--- src/rtl/core/fds_pkg.sv ---
// Shared types, constants and command/status structs of the frame interval smoother.
`default_nettype none
package fds_pkg;

  localparam int BUFFER_DEPTH = 16;
  localparam int DELTA_W      = 24;
  localparam int AW           = $clog2(BUFFER_DEPTH);
  localparam int CNT_W        = $clog2(BUFFER_DEPTH + 1);
  localparam int SUM_W        = DELTA_W + AW;
  localparam int LEFT_W       = 7;
  localparam int CFG_IDX_W    = 3;

  typedef enum logic [CFG_IDX_W-1:0] {
    REG_ENABLE      = 3'd0,
    REG_MITIGATION  = 3'd1,
    REG_PASSTHROUGH = 3'd2,
    REG_TARGET      = 3'd3
  } reg_idx_t;

  typedef enum logic [1:0] {
    MODE_DISABLED = 2'd0,
    MODE_PASS     = 2'd1,
    MODE_MITIGATE = 2'd2,
    MODE_ABSORB   = 2'd3
  } mode_t;

  typedef enum logic [4:0] {
    S_CLEAR, S_IDLE, S_DECIDE, S_FILL, S_HEAD_RD, S_HEAD_WR,
    S_FL_RD, S_FL_ACC, S_FL_WR,
    S_AB_RDN, S_AB_NEW, S_AB_OLD, S_AB_SRD, S_AB_SCHK, S_AB_DIVST, S_AB_DIV,
    S_AB_WR, S_AB_NEXT, S_OUT
  } state_t;

  typedef enum logic [1:0] {ADDR_HEAD, ADDR_K, ADDR_POS, ADDR_POS1} addr_sel_t;
  typedef enum logic [2:0] {WD_ZERO, WD_TARGET, WD_RAW, WD_MEAN, WD_FLAT} wdata_sel_t;
  typedef enum logic [2:0] {K_HOLD, K_CLR, K_INC, K_POS, K_POS1} k_op_t;
  typedef enum logic [1:0] {POS_HOLD, POS_INIT, POS_DEC} pos_op_t;
  typedef enum logic [1:0] {LEFT_HOLD, LEFT_CLEAR, LEFT_STEP} left_op_t;
  typedef enum logic [1:0] {ACC_HOLD, ACC_CLR, ACC_ADD, ACC_OLDER} acc_op_t;

  typedef struct packed {
    logic       raw_ld;
    logic       mem_rd;
    logic       mem_wr;
    addr_sel_t  addr_sel;
    wdata_sel_t wdata_sel;
    k_op_t      k_op;
    pos_op_t    pos_op;
    left_op_t   left_op;
    acc_op_t    acc_op;
    logic       newer_ld;
    logic       head_inc;
    logic       res_ld;
    logic       filled_set;
    logic       mode_ld;
    mode_t      mode;
    logic       div_start;
    logic       out_ld;
  } cmd_t;

  typedef struct packed {
    logic enable;
    logic pass_hit;
    logic mitig;
    logic filled;
    logic k_last;
    logic k_at_end;
    logic pos_zero;
    logic older_gt;
    logic le_newer;
    logic div_done;
    logic out_free;
  } sts_t;

endpackage
`default_nettype wire

--- src/rtl/core/frame_delta_smoother.sv ---
// Top level of the frame interval smoother: controller, datapath and ports.
// Each request carries one measured frame interval (us) and yields one result:
// the interval to use and the mode. The work depends on the path: a disabled
// request goes straight to the output; a passthrough or a smoothing request with
// full-buffer averaging reads and sums the buffer, then writes back the shifted
// mean; absorption walks the delay buffer through one memory read port with a
// bit-serial divider run for each averaged run of entries, so it takes longer the
// more positions start a run. The first smoothing request adds a fill of the
// buffer with the target interval. After reset a clearing pass runs before the
// first request is taken; register writes are taken at any time.
`default_nettype none
module frame_delta_smoother
  import fds_pkg::*;
(
  input  wire logic                 clk,
  input  wire logic                 rst_n,
  input  wire logic                 in_valid,
  output logic                      in_stall,
  input  wire logic [DELTA_W-1:0]   in_raw_delta,
  output logic                      out_valid,
  input  wire logic                 out_stall,
  output logic      [DELTA_W-1:0]   out_smoothed_delta,
  output logic      [1:0]           out_mode,
  input  wire logic                 cfg_valid,
  output logic                      cfg_ready,
  input  wire logic [CFG_IDX_W-1:0] cfg_index,
  input  wire logic [DELTA_W-1:0]   cfg_data
);

  cmd_t cmd;
  sts_t sts;

  assign cfg_ready = 1'b1;

  fds_ctrl u_ctrl (
    .clk      (clk),
    .rst_n    (rst_n),
    .in_valid (in_valid),
    .in_stall (in_stall),
    .sts      (sts),
    .cmd      (cmd)
  );

  fds_datapath u_dp (
    .clk                (clk),
    .rst_n              (rst_n),
    .cmd                (cmd),
    .sts                (sts),
    .in_raw_delta       (in_raw_delta),
    .cfg_valid          (cfg_valid),
    .cfg_index          (cfg_index),
    .cfg_data           (cfg_data),
    .out_stall          (out_stall),
    .out_valid          (out_valid),
    .out_smoothed_delta (out_smoothed_delta),
    .out_mode           (out_mode)
  );

endmodule
`default_nettype wire

--- src/rtl/core/fds_div.sv ---
// Restoring divider, one quotient bit per cycle.
`default_nettype none
module fds_div
  import fds_pkg::*;
(
  input  wire logic               clk,
  input  wire logic               rst_n,
  input  wire logic               start,
  input  wire logic [SUM_W-1:0]   dividend,
  input  wire logic [CNT_W-1:0]   divisor,
  output logic      [DELTA_W-1:0] quotient,
  output logic                    done
);

  localparam int DCW = $clog2(SUM_W + 1);

  logic [SUM_W-1:0] num_r, num_nxt;
  logic [CNT_W-1:0] rem_r, rem_nxt;
  logic [CNT_W-1:0] dvs_r;
  logic [DCW-1:0]   cnt_r, cnt_nxt;
  logic             busy_r, busy_nxt;
  logic             done_r, done_nxt;
  logic [CNT_W:0]   trial;
  logic [CNT_W:0]   diff;

  always_comb begin
    trial    = {rem_r, num_r[SUM_W-1]};
    diff     = trial - {1'b0, dvs_r};
    num_nxt  = num_r;
    rem_nxt  = rem_r;
    cnt_nxt  = cnt_r;
    busy_nxt = busy_r;
    done_nxt = 1'b0;
    if (start) begin
      num_nxt  = dividend;
      rem_nxt  = '0;
      cnt_nxt  = DCW'(SUM_W);
      busy_nxt = 1'b1;
    end else if (busy_r) begin
      if (trial >= {1'b0, dvs_r}) begin
        rem_nxt = diff[CNT_W-1:0];
        num_nxt = {num_r[SUM_W-2:0], 1'b1};
      end else begin
        rem_nxt = trial[CNT_W-1:0];
        num_nxt = {num_r[SUM_W-2:0], 1'b0};
      end
      cnt_nxt = cnt_r - DCW'(1);
      if (cnt_r == DCW'(1)) begin
        busy_nxt = 1'b0;
        done_nxt = 1'b1;
      end
    end
  end

  always_ff @(posedge clk) begin
    if (!rst_n) begin
      busy_r <= 1'b0;
      done_r <= 1'b0;
      cnt_r  <= '0;
    end else begin
      busy_r <= busy_nxt;
      done_r <= done_nxt;
      cnt_r  <= cnt_nxt;
    end
  end

  always_ff @(posedge clk) begin
    num_r <= num_nxt;
    rem_r <= rem_nxt;
    if (start) begin
      dvs_r <= divisor;
    end
  end

  assign quotient = num_r[DELTA_W-1:0];
  assign done     = done_r;

endmodule
`default_nettype wire

--- src/rtl/core/fds_datapath.sv ---
// Datapath: registers, delay buffer memory, accumulator, divider and output register.
`default_nettype none
module fds_datapath
  import fds_pkg::*;
(
  input  wire logic                 clk,
  input  wire logic                 rst_n,
  input  wire cmd_t                 cmd,
  output sts_t                      sts,
  input  wire logic [DELTA_W-1:0]   in_raw_delta,
  input  wire logic                 cfg_valid,
  input  wire logic [CFG_IDX_W-1:0] cfg_index,
  input  wire logic [DELTA_W-1:0]   cfg_data,
  input  wire logic                 out_stall,
  output logic                      out_valid,
  output logic      [DELTA_W-1:0]   out_smoothed_delta,
  output logic      [1:0]           out_mode
);

  logic               enable_r;
  logic [DELTA_W-1:0] mit_thr_r, pass_thr_r, target_r;
  logic [DELTA_W-1:0] mem [BUFFER_DEPTH];
  logic [DELTA_W-1:0] rdata_r;
  logic [AW-1:0]      head_r, k_r, pos_r;
  logic [AW-1:0]      k_nxt, pos_nxt, lg, addr;
  logic [CNT_W-1:0]   run_r;
  logic [SUM_W-1:0]   total_r;
  logic [DELTA_W-1:0] newer_r, raw_r, res_r, wdata;
  mode_t              mode_r;
  logic               filled_r;
  logic [LEFT_W-1:0]  left_r, left_eff;
  logic               out_valid_r;
  logic [DELTA_W-1:0] out_delta_r;
  logic [1:0]         out_mode_r;
  logic               pass_hit, mit_hit;
  logic [DELTA_W-1:0] mean;
  logic               div_done;
  logic [CNT_W:0]     end_pos;

  function automatic logic [AW-1:0] wrap_add(input logic [AW-1:0] a, input logic [AW-1:0] b);
    logic [AW:0] s;
    s = {1'b0, a} + {1'b0, b};
    if (s >= (AW+1)'(BUFFER_DEPTH)) begin
      s = s - (AW+1)'(BUFFER_DEPTH);
    end
    return s[AW-1:0];
  endfunction

  fds_div u_div (
    .clk      (clk),
    .rst_n    (rst_n),
    .start    (cmd.div_start),
    .dividend (total_r),
    .divisor  (run_r),
    .quotient (mean),
    .done     (div_done)
  );

  always_comb begin
    case (cmd.addr_sel)
      ADDR_HEAD: lg = '0;
      ADDR_K:    lg = k_r;
      ADDR_POS:  lg = pos_r;
      ADDR_POS1: lg = pos_r + AW'(1);
      default:   lg = '0;
    endcase
    addr = wrap_add(head_r, lg);
    case (cmd.wdata_sel)
      WD_ZERO:   wdata = '0;
      WD_TARGET: wdata = target_r;
      WD_RAW:    wdata = raw_r;
      WD_MEAN:   wdata = mean;
      WD_FLAT:   wdata = total_r[AW +: DELTA_W];
      default:   wdata = '0;
    endcase
  end

  always_ff @(posedge clk) begin
    if (cmd.mem_wr) begin
      mem[addr] <= wdata;
    end
    if (cmd.mem_rd) begin
      rdata_r <= mem[addr];
    end
  end

  always_comb begin
    case (cmd.k_op)
      K_CLR:   k_nxt = '0;
      K_INC:   k_nxt = k_r + AW'(1);
      K_POS:   k_nxt = pos_r;
      K_POS1:  k_nxt = pos_r + AW'(1);
      default: k_nxt = k_r;
    endcase
    case (cmd.pos_op)
      POS_INIT: pos_nxt = AW'(BUFFER_DEPTH - 2);
      POS_DEC:  pos_nxt = pos_r - AW'(1);
      default:  pos_nxt = pos_r;
    endcase
  end

  assign pass_hit = (pass_thr_r != '0) && (raw_r >= pass_thr_r);
  assign mit_hit  = (mit_thr_r != '0) && (raw_r >= mit_thr_r);
  assign left_eff = mit_hit ? LEFT_W'(BUFFER_DEPTH) : left_r;
  assign end_pos  = {1'b0, CNT_W'(pos_r)} + {1'b0, run_r};

  always_ff @(posedge clk) begin
    if (!rst_n) begin
      enable_r    <= 1'b1;
      mit_thr_r   <= DELTA_W'(70000);
      pass_thr_r  <= DELTA_W'(100000);
      target_r    <= DELTA_W'(16667);
      head_r      <= '0;
      k_r         <= '0;
      pos_r       <= '0;
      filled_r    <= 1'b0;
      left_r      <= '0;
      out_valid_r <= 1'b0;
    end else begin
      if (cfg_valid) begin
        case (cfg_index)
          REG_ENABLE:      enable_r   <= cfg_data[0];
          REG_MITIGATION:  mit_thr_r  <= cfg_data;
          REG_PASSTHROUGH: pass_thr_r <= cfg_data;
          REG_TARGET:      target_r   <= cfg_data;
          default: ;
        endcase
      end
      k_r   <= k_nxt;
      pos_r <= pos_nxt;
      if (cmd.head_inc) begin
        head_r <= wrap_add(head_r, AW'(1));
      end
      if (cmd.filled_set) begin
        filled_r <= 1'b1;
      end
      case (cmd.left_op)
        LEFT_CLEAR: left_r <= '0;
        LEFT_STEP:  left_r <= (left_eff != '0) ? left_eff - LEFT_W'(1) : '0;
        default: ;
      endcase
      if (cmd.out_ld) begin
        out_valid_r <= 1'b1;
      end else if (!out_stall) begin
        out_valid_r <= 1'b0;
      end
    end
  end

  always_ff @(posedge clk) begin
    if (cmd.raw_ld) begin
      raw_r <= in_raw_delta;
    end
    if (cmd.newer_ld) begin
      newer_r <= rdata_r;
    end
    if (cmd.res_ld) begin
      res_r <= rdata_r;
    end
    if (cmd.mode_ld) begin
      mode_r <= cmd.mode;
    end
    case (cmd.acc_op)
      ACC_CLR: begin
        total_r <= '0;
        run_r   <= '0;
      end
      ACC_ADD: begin
        total_r <= total_r + SUM_W'(rdata_r);
        run_r   <= run_r + CNT_W'(1);
      end
      ACC_OLDER: begin
        total_r <= SUM_W'(rdata_r);
        run_r   <= CNT_W'(1);
      end
      default: ;
    endcase
    if (cmd.out_ld) begin
      out_delta_r <= (mode_r == MODE_DISABLED || mode_r == MODE_PASS) ? raw_r : res_r;
      out_mode_r  <= mode_r;
    end
  end

  always_comb begin
    sts.enable   = enable_r;
    sts.pass_hit = pass_hit;
    sts.mitig    = mit_hit || (left_r != '0);
    sts.filled   = filled_r;
    sts.k_last   = (k_r == AW'(BUFFER_DEPTH - 1));
    sts.k_at_end = ({1'b0, CNT_W'(k_r)} + (CNT_W+1)'(1)) == end_pos;
    sts.pos_zero = (pos_r == '0);
    sts.older_gt = rdata_r > newer_r;
    sts.le_newer = rdata_r <= newer_r;
    sts.div_done = div_done;
    sts.out_free = !out_valid_r || !out_stall;
  end

  assign out_valid          = out_valid_r;
  assign out_smoothed_delta = out_delta_r;
  assign out_mode           = out_mode_r;

endmodule
`default_nettype wire

--- src/rtl/core/fds_ctrl.sv ---
// Controller state machine sequencing buffer clear, fill, shift, flatten and absorb walks.
`default_nettype none
module fds_ctrl
  import fds_pkg::*;
(
  input  wire logic clk,
  input  wire logic rst_n,
  input  wire logic in_valid,
  output logic      in_stall,
  input  wire sts_t sts,
  output cmd_t      cmd
);

  state_t state_r, state_nxt;

  always_ff @(posedge clk) begin
    if (!rst_n) begin
      state_r <= S_CLEAR;
    end else begin
      state_r <= state_nxt;
    end
  end

  always_comb begin
    state_nxt = state_r;
    case (state_r)
      S_CLEAR:    if (sts.k_last) state_nxt = S_IDLE;
      S_IDLE:     if (in_valid) state_nxt = S_DECIDE;
      S_DECIDE: begin
        if (!sts.enable) state_nxt = S_OUT;
        else if (sts.pass_hit) state_nxt = S_FL_RD;
        else if (!sts.filled) state_nxt = S_FILL;
        else state_nxt = S_HEAD_RD;
      end
      S_FILL:     if (sts.k_last) state_nxt = S_HEAD_RD;
      S_HEAD_RD:  state_nxt = S_HEAD_WR;
      S_HEAD_WR:  state_nxt = sts.mitig ? S_FL_RD : S_AB_RDN;
      S_FL_RD:    state_nxt = S_FL_ACC;
      S_FL_ACC:   state_nxt = sts.k_last ? S_FL_WR : S_FL_RD;
      S_FL_WR:    if (sts.k_last) state_nxt = S_OUT;
      S_AB_RDN:   state_nxt = S_AB_NEW;
      S_AB_NEW:   state_nxt = S_AB_OLD;
      S_AB_OLD:   state_nxt = sts.older_gt ? S_AB_SRD : S_AB_NEXT;
      S_AB_SRD:   state_nxt = S_AB_SCHK;
      S_AB_SCHK: begin
        if (!sts.le_newer || sts.k_last) state_nxt = S_AB_DIVST;
        else state_nxt = S_AB_SRD;
      end
      S_AB_DIVST: state_nxt = S_AB_DIV;
      S_AB_DIV:   if (sts.div_done) state_nxt = S_AB_WR;
      S_AB_WR:    if (sts.k_at_end) state_nxt = S_AB_NEXT;
      S_AB_NEXT:  state_nxt = sts.pos_zero ? S_OUT : S_AB_RDN;
      S_OUT:      if (sts.out_free) state_nxt = S_IDLE;
      default:    state_nxt = S_IDLE;
    endcase
  end

  always_comb begin
    cmd = '0;
    cmd.addr_sel  = ADDR_K;
    cmd.wdata_sel = WD_ZERO;
    cmd.k_op      = K_HOLD;
    cmd.pos_op    = POS_HOLD;
    cmd.left_op   = LEFT_HOLD;
    cmd.acc_op    = ACC_HOLD;
    cmd.mode      = MODE_DISABLED;
    in_stall      = (state_r != S_IDLE);
    case (state_r)
      S_CLEAR: begin
        cmd.mem_wr = 1'b1;
        cmd.k_op   = sts.k_last ? K_CLR : K_INC;
      end
      S_IDLE: begin
        cmd.raw_ld = in_valid;
      end
      S_DECIDE: begin
        cmd.k_op   = K_CLR;
        cmd.acc_op = ACC_CLR;
        if (!sts.enable) begin
          cmd.mode_ld = 1'b1;
          cmd.mode    = MODE_DISABLED;
        end else if (sts.pass_hit) begin
          cmd.mode_ld = 1'b1;
          cmd.mode    = MODE_PASS;
          cmd.left_op = LEFT_CLEAR;
        end
      end
      S_FILL: begin
        cmd.mem_wr     = 1'b1;
        cmd.wdata_sel  = WD_TARGET;
        cmd.k_op       = K_INC;
        cmd.filled_set = sts.k_last;
      end
      S_HEAD_RD: begin
        cmd.mem_rd   = 1'b1;
        cmd.addr_sel = ADDR_HEAD;
      end
      S_HEAD_WR: begin
        cmd.res_ld    = 1'b1;
        cmd.mem_wr    = 1'b1;
        cmd.addr_sel  = ADDR_HEAD;
        cmd.wdata_sel = WD_RAW;
        cmd.head_inc  = 1'b1;
        cmd.left_op   = LEFT_STEP;
        cmd.mode_ld   = 1'b1;
        cmd.k_op      = K_CLR;
        cmd.acc_op    = ACC_CLR;
        cmd.pos_op    = POS_INIT;
        cmd.mode      = sts.mitig ? MODE_MITIGATE : MODE_ABSORB;
      end
      S_FL_RD: begin
        cmd.mem_rd = 1'b1;
      end
      S_FL_ACC: begin
        cmd.acc_op = ACC_ADD;
        cmd.k_op   = K_INC;
      end
      S_FL_WR: begin
        cmd.mem_wr    = 1'b1;
        cmd.wdata_sel = WD_FLAT;
        cmd.k_op      = K_INC;
      end
      S_AB_RDN: begin
        cmd.mem_rd   = 1'b1;
        cmd.addr_sel = ADDR_POS1;
      end
      S_AB_NEW: begin
        cmd.newer_ld = 1'b1;
        cmd.mem_rd   = 1'b1;
        cmd.addr_sel = ADDR_POS;
      end
      S_AB_OLD: begin
        if (sts.older_gt) begin
          cmd.acc_op = ACC_OLDER;
          cmd.k_op   = K_POS1;
        end
      end
      S_AB_SRD: begin
        cmd.mem_rd = 1'b1;
      end
      S_AB_SCHK: begin
        if (sts.le_newer) begin
          cmd.acc_op = ACC_ADD;
          cmd.k_op   = K_INC;
        end
      end
      S_AB_DIVST: begin
        cmd.div_start = 1'b1;
        cmd.k_op      = K_POS;
      end
      S_AB_WR: begin
        cmd.mem_wr    = 1'b1;
        cmd.wdata_sel = WD_MEAN;
        cmd.k_op      = K_INC;
      end
      S_AB_NEXT: begin
        cmd.pos_op = sts.pos_zero ? POS_HOLD : POS_DEC;
      end
      S_OUT: begin
        cmd.out_ld = sts.out_free;
      end
      default: ;
    endcase
  end

endmodule
`default_nettype wire
--- config.mk ---
export PLATFORM = sky130hd
export DESIGN_NAME = frame_delta_smoother
export DESIGN_NICKNAME = d
export VERILOG_FILES = /design/src/rtl/core/fds_pkg.sv /design/src/rtl/core/frame_delta_smoother.sv /design/src/rtl/core/fds_div.sv /design/src/rtl/core/fds_datapath.sv /design/src/rtl/core/fds_ctrl.sv
export SDC_FILE = /design/constraint.sdc
export NUM_CORES = 1
export LEC_CHECK = 0
export ABC_AREA = 1
export ABC_CLOCK_PERIOD_IN_PS = 6240
export BUFFER_PORTS_ARGS = -buffer_cell sky130_fd_sc_hd__buf_2
export CAP_MARGIN = 20
export CORE_MARGIN = 5
export CORE_UTILIZATION = 60
export CTS_BUF_LIST = sky130_fd_sc_hd__clkbuf_4
export CTS_CLUSTER_DIAMETER = 200
export DETAILED_ROUTE_END_ITERATION = 10
export PLACE_DENSITY = 0.82
export SLEW_MARGIN = 30
export SYNTH_ARGS = -nofsm -noshare
export SYNTH_HDL_FRONTEND = slang
export SYNTH_SLANG_ARGS = --single-unit
--- constraint.sdc ---
create_clock -name clk -period 6.24 [get_ports clk]
set_input_delay 1.248 -clock clk [delete_from_list [all_inputs] [get_ports clk]]
set_output_delay 1.248 -clock clk [all_outputs]
set_load 0.01 [all_outputs]
==> results.toml, run 1 <==
[run_status]
outcome = "completed"

[power_and_ir_drop]
pwr-share-clk = 0.337
p_int_mw = 7.82
leakagePower_nw = 13.0
p_per_area_nw_per_um2 = 324
sequentialPowerShare = 0.494
p_sw_frac = 0.288
p_switching_mw = 3.17
peakVddDrop_v = 0.000246
comb_power_share = 0.169

[grt]
antenna_found_initial = 5
gr-total-overflow = 0
grt_pass1_wl_mm = 120
grt_pass1_vias = 21856
grt_max_degree = 97
grt_usage = 0.276

[synth]
syn_area_um2 = 30500
ys_async_sr_fraction = 0
avgSynthCellArea_um2 = 11.3
synth-seq-cells = 685
yosysUniqueCellTypes = 63
yosysTopAreaCell = "edfxtp_1"
synth_warnings = 0
synth_common_cells = "edfxtp_1, nand2_1, inv_1"
synthFlopType = "edfxtp_1"
synth.most_common_cell = "edfxtp_1"
netlist.area_leader.share = 0.565
synth_cells = 2695
yosysSeqAreaShare = 0.638
synth_area_leaders = "edfxtp_1, dfxtp_1, nand2_1"
synth-edff-count = 574
synth_fp_nets = 2873

[flow_run]
cap_violations = 0

[floorplanning]
rows = 82
die_area_um2 = 55400
ios = 85
die_w_um = 235
core_region_area_um2 = 50200
fp.dieH_um = 235
start_util = 0.608

[sta]
clock.fmax_mhz = 208
fin_crit_ps = 4800
skew_ps = 76.4
fin_hold_ws_ps = 415
maxSlewViolCount = 0
finalSetupViolCount = 0
setup_tns_ps = 0
worst_pin_slew_ps = 1080
rsz0062_at_grt = "false"
timing.final.crit_share = 0.770
maxSlewHeadroom = 0.282
hold_violations = 0

[drt]
num_vias = 22100
drtPass1Iterations = 5
drc = 0
first_iter_violations = 2175
totalWireLength_mm = 78.4
wl_per_cell_um = 21.2
ant_nets = 0
viasPerCell = 5.97

[clock_tree]
clkSlewWorstSetupHoldPaths_ps = 70
cts_tree = "built"
post_cts.repair.setup_buffers = 0
insertion_delay_ps = 1010
cts_buffers = 169
hold_buffers = 0
cts_resized = 0
root_buffer = "clkbuf_4"
cts_max_level = 4
clock_path_buffers = 3
cts_sinks = 685

[worst_setup_path]
cpMostUsedCell = "nor2_4"
arrival_ps = 5400
cp_cell_sequence = "nand2_1, nor2_4, buf_4, nor2_4, o21ai_2, o221ai_1, ha_1, fa_1, xnor2_4, inv_1, nor2_8, inv_1, nor2_4"
worstPathRequired_ps = 6840
cpPeakStageDelay_ps = 610
critPathLaunchType = "flip-flop"
end_kind = "flip-flop"
cp_slowest_cell = "nor2_4"
crit_type = "reg2reg"
worstPathMaxFanout = 29

[finish]
nets = 3077
fin_util = 0.677
area_growth_pct = 11.4
drive_above_1_share = 0.165
fillCellCount = 3595

[placement]
dp_hpwl_mm = 52.6
port_buffers = 83
gp_congestion = 0.938

[hold_path]
hold_class = "in2reg"
==> critical path, delay by kind of cell, from the launching register on <==
| kind | cells | cell delay (ps) |
|---|---|---|
| and+or+nand+nor | 5 | 1490 |
| adders and majority gates | 2 | 700 |
| DFF | 1 | 520 |
| xor gates and xnor gates | 1 | 480 |
| AOI/OAI and AO/OA | 2 | 280 |
| buffers and inverters | 3 | 940 |
==> power groups by stage <==
stage | clock network (mW) | logic (mW) | registers, mW
global placement | 0 | 1.78 | 5.51
CTS | 3.78 | 1.84 | 5.43
global route | 4.04 | 2.03 | 5.45
detailed placement | 0 | 1.83 | 5.52
finish | 3.71 | 1.85 | 5.43
floorplan | 0 | 1.34 | 5.47
==> sequential cells by signal (all words and copies together) (netlist names), 7 cells and up <==
| signal | flops |
|---|---|
| u_dp.mem | 384 |
| u_dp.total_r | 28 |
| u_dp.u_div.num_r | 28 |
| u_dp.mit_thr_r | 24 |
| u_dp.newer_r | 24 |
| u_dp.out_smoothed_delta | 24 |
| u_dp.pass_thr_r | 24 |
| u_dp.raw_r | 24 |
| u_dp.rdata_r | 24 |
| u_dp.res_r | 24 |
| u_dp.target_r | 24 |
| u_dp.left_r | 7 |
==> path summary, 6_finish.rpt <==
path,start,cells past startpoint,to,slack [ps]
worst max register to register,u_ctrl.state_r[1],13,u_dp.mem[3][1],1440
worst min-delay path,in_raw_delta[9],1,u_dp.raw_r[9],420
worst max-delay path,u_ctrl.state_r[1],13,u_dp.mem[3][1],1440
worst min register to register,u_dp.mode_r[0],0,u_dp.out_mode[0],470
==> cells by family after synthesis <==
kind of cell / count (synthesis) / share of synthesized area
other: 1 / 0.000123
adders and majority gates: 122 / 0.0511
buffers and inverters: 350 / 0.0488
and+or+nand+nor: 892 / 0.124
AOI/OAI and AO/OA: 596 / 0.123
muxes: 9 / 0.00332
DFF: 685 / 0.638
xor gates and xnor gates: 40 / 0.0121
==> routing by layer <==
metal	vias to the layer above	global-route usage	wire [um]
met2	1120	0.445	37300
met3	211	0.0629	7120
li1	10157	-	-
met5	-	0	7
met4	2	0.127	3470
met1	10610	0.360	30500
==> layout by cell type, fill, tap and decap left out, drive strengths merged, types with 2 or more instances in the layout <==
| master | n |
|---|---|
| a211oi | 2 |
| a21boi | 2 |
| a21o | 4 |
| a21oi | 172 |
| a221oi | 22 |
| a22o | 10 |
| a22oi | 146 |
| a31oi | 15 |
| buf | 134 |
| bufinv | 2 |
| clkbuf | 256 |
| clkinv | 34 |
| dfxtp | 111 |
| diode | 5 |
| edfxtp | 574 |
| fa | 4 |
| ha | 118 |
| inv | 251 |
| mux2 | 9 |
| nand2 | 503 |
| nand3 | 110 |
| nand3b | 3 |
| nand4 | 29 |
| nor2 | 211 |
| nor3 | 22 |
| nor4 | 7 |
| o2111ai | 12 |
| o211ai | 17 |
| o21a | 3 |
| o21ai | 175 |
| o21bai | 5 |
| o221ai | 4 |
| o31ai | 3 |
| or2 | 6 |
| xnor2 | 12 |
| xor2 | 28 |
==> area by class of cell <==
cell class | instances | area (um2) | share of cell area
Sequential cell | 685 | 19500 | 0.573
Timing Repair Buffer | 135 | 838 | 0.0247
Inverter | 248 | 938 | 0.0276
Clock buffer | 255 | 1910 | 0.0564
Clock inverter | 40 | 226 | 0.00667
Antenna cell | 5 | 12.5 | 0.000369
Multi-Input combinational cell | 1660 | 9720 | 0.286
Tap cell | 672 | 841 | 0.0248
==> through the flow <==
step	setup slack (ps)	cell area (um2)	total power, mW	instances
2_1_floorplan	1630	30500	6.82	2695
5_1_grt	1220	33900	11.5	3700
3_5_place_dp	1490	31700	7.35	3399
4_1_cts	1460	33900	11.0	3694
3_3_place_gp	1210	31700	7.29	3398
6_report	1440	33900	11.0	3700
Note: power is estimated with default switching activity, not from simulation.
==> inputs of run 2 (changes only) <==
Settings changed: ABC_AREA 1 to 0, ABC_CLOCK_PERIOD_IN_PS 6240 to 3930, CORE_UTILIZATION 60 to 58, PLACE_DENSITY 0.82 to 0.83.
Clock period 6.24 ns to 3.93 ns, I/O delays scaled along.
==> run 2 against run 1 <==
Against the previous run:
- power increased by 85%
- clock power increased by 66%
- core utilization fell by 0.17 points
- non-clock buffer count increased by 88
- fmax rose by 30%
- routed wire length grew 1.2%
- hold slack got worse by 270 ps
- clock-buffer cell count fell by 4
- final area grew 4.3%
- sequential power up 68%
- combinational power increased to 2.7 times the previous value
- sequential share of layout area shrank 2.3 points
==> results.toml, run 2 <==
[sta]
finalSetupViolCount = 0
rsz0062_at_grt = "false"
hold_violations = 0
worst_pin_slew_ps = 974
skew_ps = 58.0
maxSlewViolCount = 0
setup_tns_ps = 0
timing.final.crit_share = 0.943
fin_crit_ps = 3710
fin_hold_ws_ps = 143
maxSlewHeadroom = 0.349
clock.fmax_mhz = 270

[synth]
synthFlopType = "edfxtp_1"
synth.most_common_cell = "edfxtp_1"
synth-xor-area-share = 0.0140
synth_mux_area_frac = 0.0996
synth_fp_nets = 2400
ys_async_sr_fraction = 0
yosysTopAreaCell = "edfxtp_1"
avgSynthCellArea_um2 = 13.8
yosys.area_share.simple = 0.0897
syn_area_um2 = 30600
yosysUniqueCellTypes = 88
synth_adder_area_share = 0.0508
synth-edff-count = 574
yosysSeqAreaShare = 0.635
synth_area_leaders = "edfxtp_1, mux4_2, dfxtp_1"
netlist.area_leader.share = 0.562
synth_top_family_by_area = "multiplexers"
synth-seq-cells = 685
synth_cells = 2222
synth_warnings = 0
synth_compound_area_frac = 0.0836
synth_common_cells = "edfxtp_1, nand2_1, a21oi_1"

[worst_setup_path]
cpPeakStageDelay_ps = 540
reg2reg_from = "u_dp.raw_r[13]"
cp-startpoint = "u_dp.raw_r[13]"
worstPathMaxFanout = 7
cp_cell_sequence = "ha_1, a21oi_1, o21ai_0, a2111oi_0, o2111ai_1, nand3_1, nand2_1, ha_1, and2_1, nor3_1, a21oi_1, nor2_1, a22oi_1, nor2_1"
critical_path.top_delay_family = "compound AO/OA/AOI/OAI gates"
cp_num_buf_inv = 0
end_kind = "flip-flop"
cp_slowest_cell = "edfxtp_1"
crit_type = "reg2reg"
worstPathRequired_ps = 4830
critPathLaunchType = "flip-flop"
arrival_ps = 4610

[finish]
post-route-cell-area_um2 = 35400
top_regs = "u_dp.mem: 384 flops, u_dp.total_r: 28 flops, u_dp.u_div.num_r: 28 flops"
fillCellCount = 3484
drive_above_1_share = 0.250
nets = 2695
regMostFlops = "u_dp.mem"
fin_util = 0.675
layout_common_cells = "edfxtp_1, nand2_1, clkbuf_4"
area_growth_pct = 15.5
largest_reg_flops = 384
layout_commonest_cell = "edfxtp_1"

[flow_run]
cap_violations = 0

[floorplanning]
fp.dieH_um = 240
ios = 85
die_w_um = 240
die_area_um2 = 57500
start_util = 0.584
core_region_area_um2 = 52400
rows = 84

[clock_tree]
cts_tree = "built"
clock_path_buffers = 3
cts_buffers = 172
clkSlewWorstSetupHoldPaths_ps = 70
cts_sinks = 685
root_buffer = "clkbuf_4"
cts_max_level = 4
insertion_delay_ps = 1020

[placement]
port_buffers = 83
gp_congestion = 0.928
dp_hpwl_mm = 52.7
dpl_cell_area_um2 = 32600

[power_and_ir_drop]
p_total_mw = 20.3
p_per_area_nw_per_um2 = 573
peakVddDrop_v = 0.000410
leakagePower_nw = 12.8

[drt]
drtPass1Iterations = 7
viasPerCell = 6.24
drc = 0
num_vias = 20811
first_iter_violations = 2103
totalWireLength_mm = 79.3
ant_nets = 0
wl_per_cell_um = 23.8

[grt]
grt_usage = 0.277
antenna_found_initial = 2
grt_max_degree = 56
gr-total-overflow = 0
grt_pass1_wl_mm = 120
grt_pass1_vias = 20899

[hold_path]
hold_class = "in2reg"
hold_start = "out_stall"

[run_status]
outcome = "completed"
run 2: cell types whose count changed in the layout (fill, tap and decap cells not counted), sizes merged, moves of 35 or more:
| cell | delta |
|---|---|
| a21oi | -35 |
| a22oi | -95 |
| buf | +41 |
| dlygate4sd3 | +48 |
| inv | -140 |
| mux4 | +120 |
| nand2 | -159 |
| nand3 | -76 |
| nor2 | -122 |
| o21ai | -95 |
run 2: per-layer routing:
metal | vias to the layer above | wire length, um | track usage
met5 | - | 0 | 0
li1 | 9182 | - | -
met3 | 189 | 7560 | 0.0662
met4 | 0 | 2930 | 0.115
met2 | 1210 | 39000 | 0.458
met1 | 10230 | 29800 | 0.356
run 2: worst paths after layout:
| kind | cells past startpoint | end | slack (ps) |
|---|---|---|---|
| hold reg to reg | 2 | u_dp.left_r[6] | 440 |
| setup / recovery | 14 | u_dp.left_r[5] | 220 |
| hold / removal | 3 | u_dp.out_valid | 140 |
| setup reg to reg | 14 | u_dp.left_r[5] | 220 |
run 2: kinds of logic (layout without fill, tap and decap cells):
family / count (synthesis) / after routing
multiplexers: 152 / 152
adder cells (fa/ha/maj): 122 / 122
XOR/XNOR: 47 / 47
flip-flops: 685 / 685
AO/OA/AOI/OAI: 393 / 393
buffers and inverters: 207 / 626
AND/OR/NAND/NOR: 615 / 615
other: 1 / 5
run 2: cell type report:
class                      instances  area (um2)  share of cell area
tap                              688         861              0.0243
inverter                         105         394              0.0111
antenna                            4        10.0            0.000283
timing repair buffer             223        1830              0.0516
clock inverter                    47         365              0.0103
sequential                       685       19500               0.550
multi-input combinational       1330       10600               0.299
clock buffer                     251        1880              0.0532
run 2: tightest hold or removal path, cell delays in order:
cell     delay (ps)
buf_2           120
nand2_1          90
a21oi_1          70
run 2: power by group:
group	leakage, nW	total, mW	internal (mW)	switching (mW)
Sequential	6.21	9.10	8.75	0.353
Combinational	5.26	5.03	2.41	2.63
Clock	1.33	6.15	3.27	2.88
Total	12.8	20.3	14.4	5.85
run 2: repair_timing:
| item | in CTS | in global routing |
|---|---|---|
| setup endpoints to repair | 0 | 220 |
| hold buffers | 48 | 0 |
| resized for setup | 0 | 5 |
| endpoints found under the hold margin | 87 | 0 |
| buffers inserted | 0 | 5 |
run 2: metrics by stage:
| stage | setup WS, ps | std cells |
|---|---|---|
| floorplan | -2.57 | 2222 |
| global placement | 118 | 2977 |
| CTS | 7.50 | 3324 |
| finish | 222 | 3333 |
| global route | 43.6 | 3333 |
| detailed placement | 24.8 | 2978 |
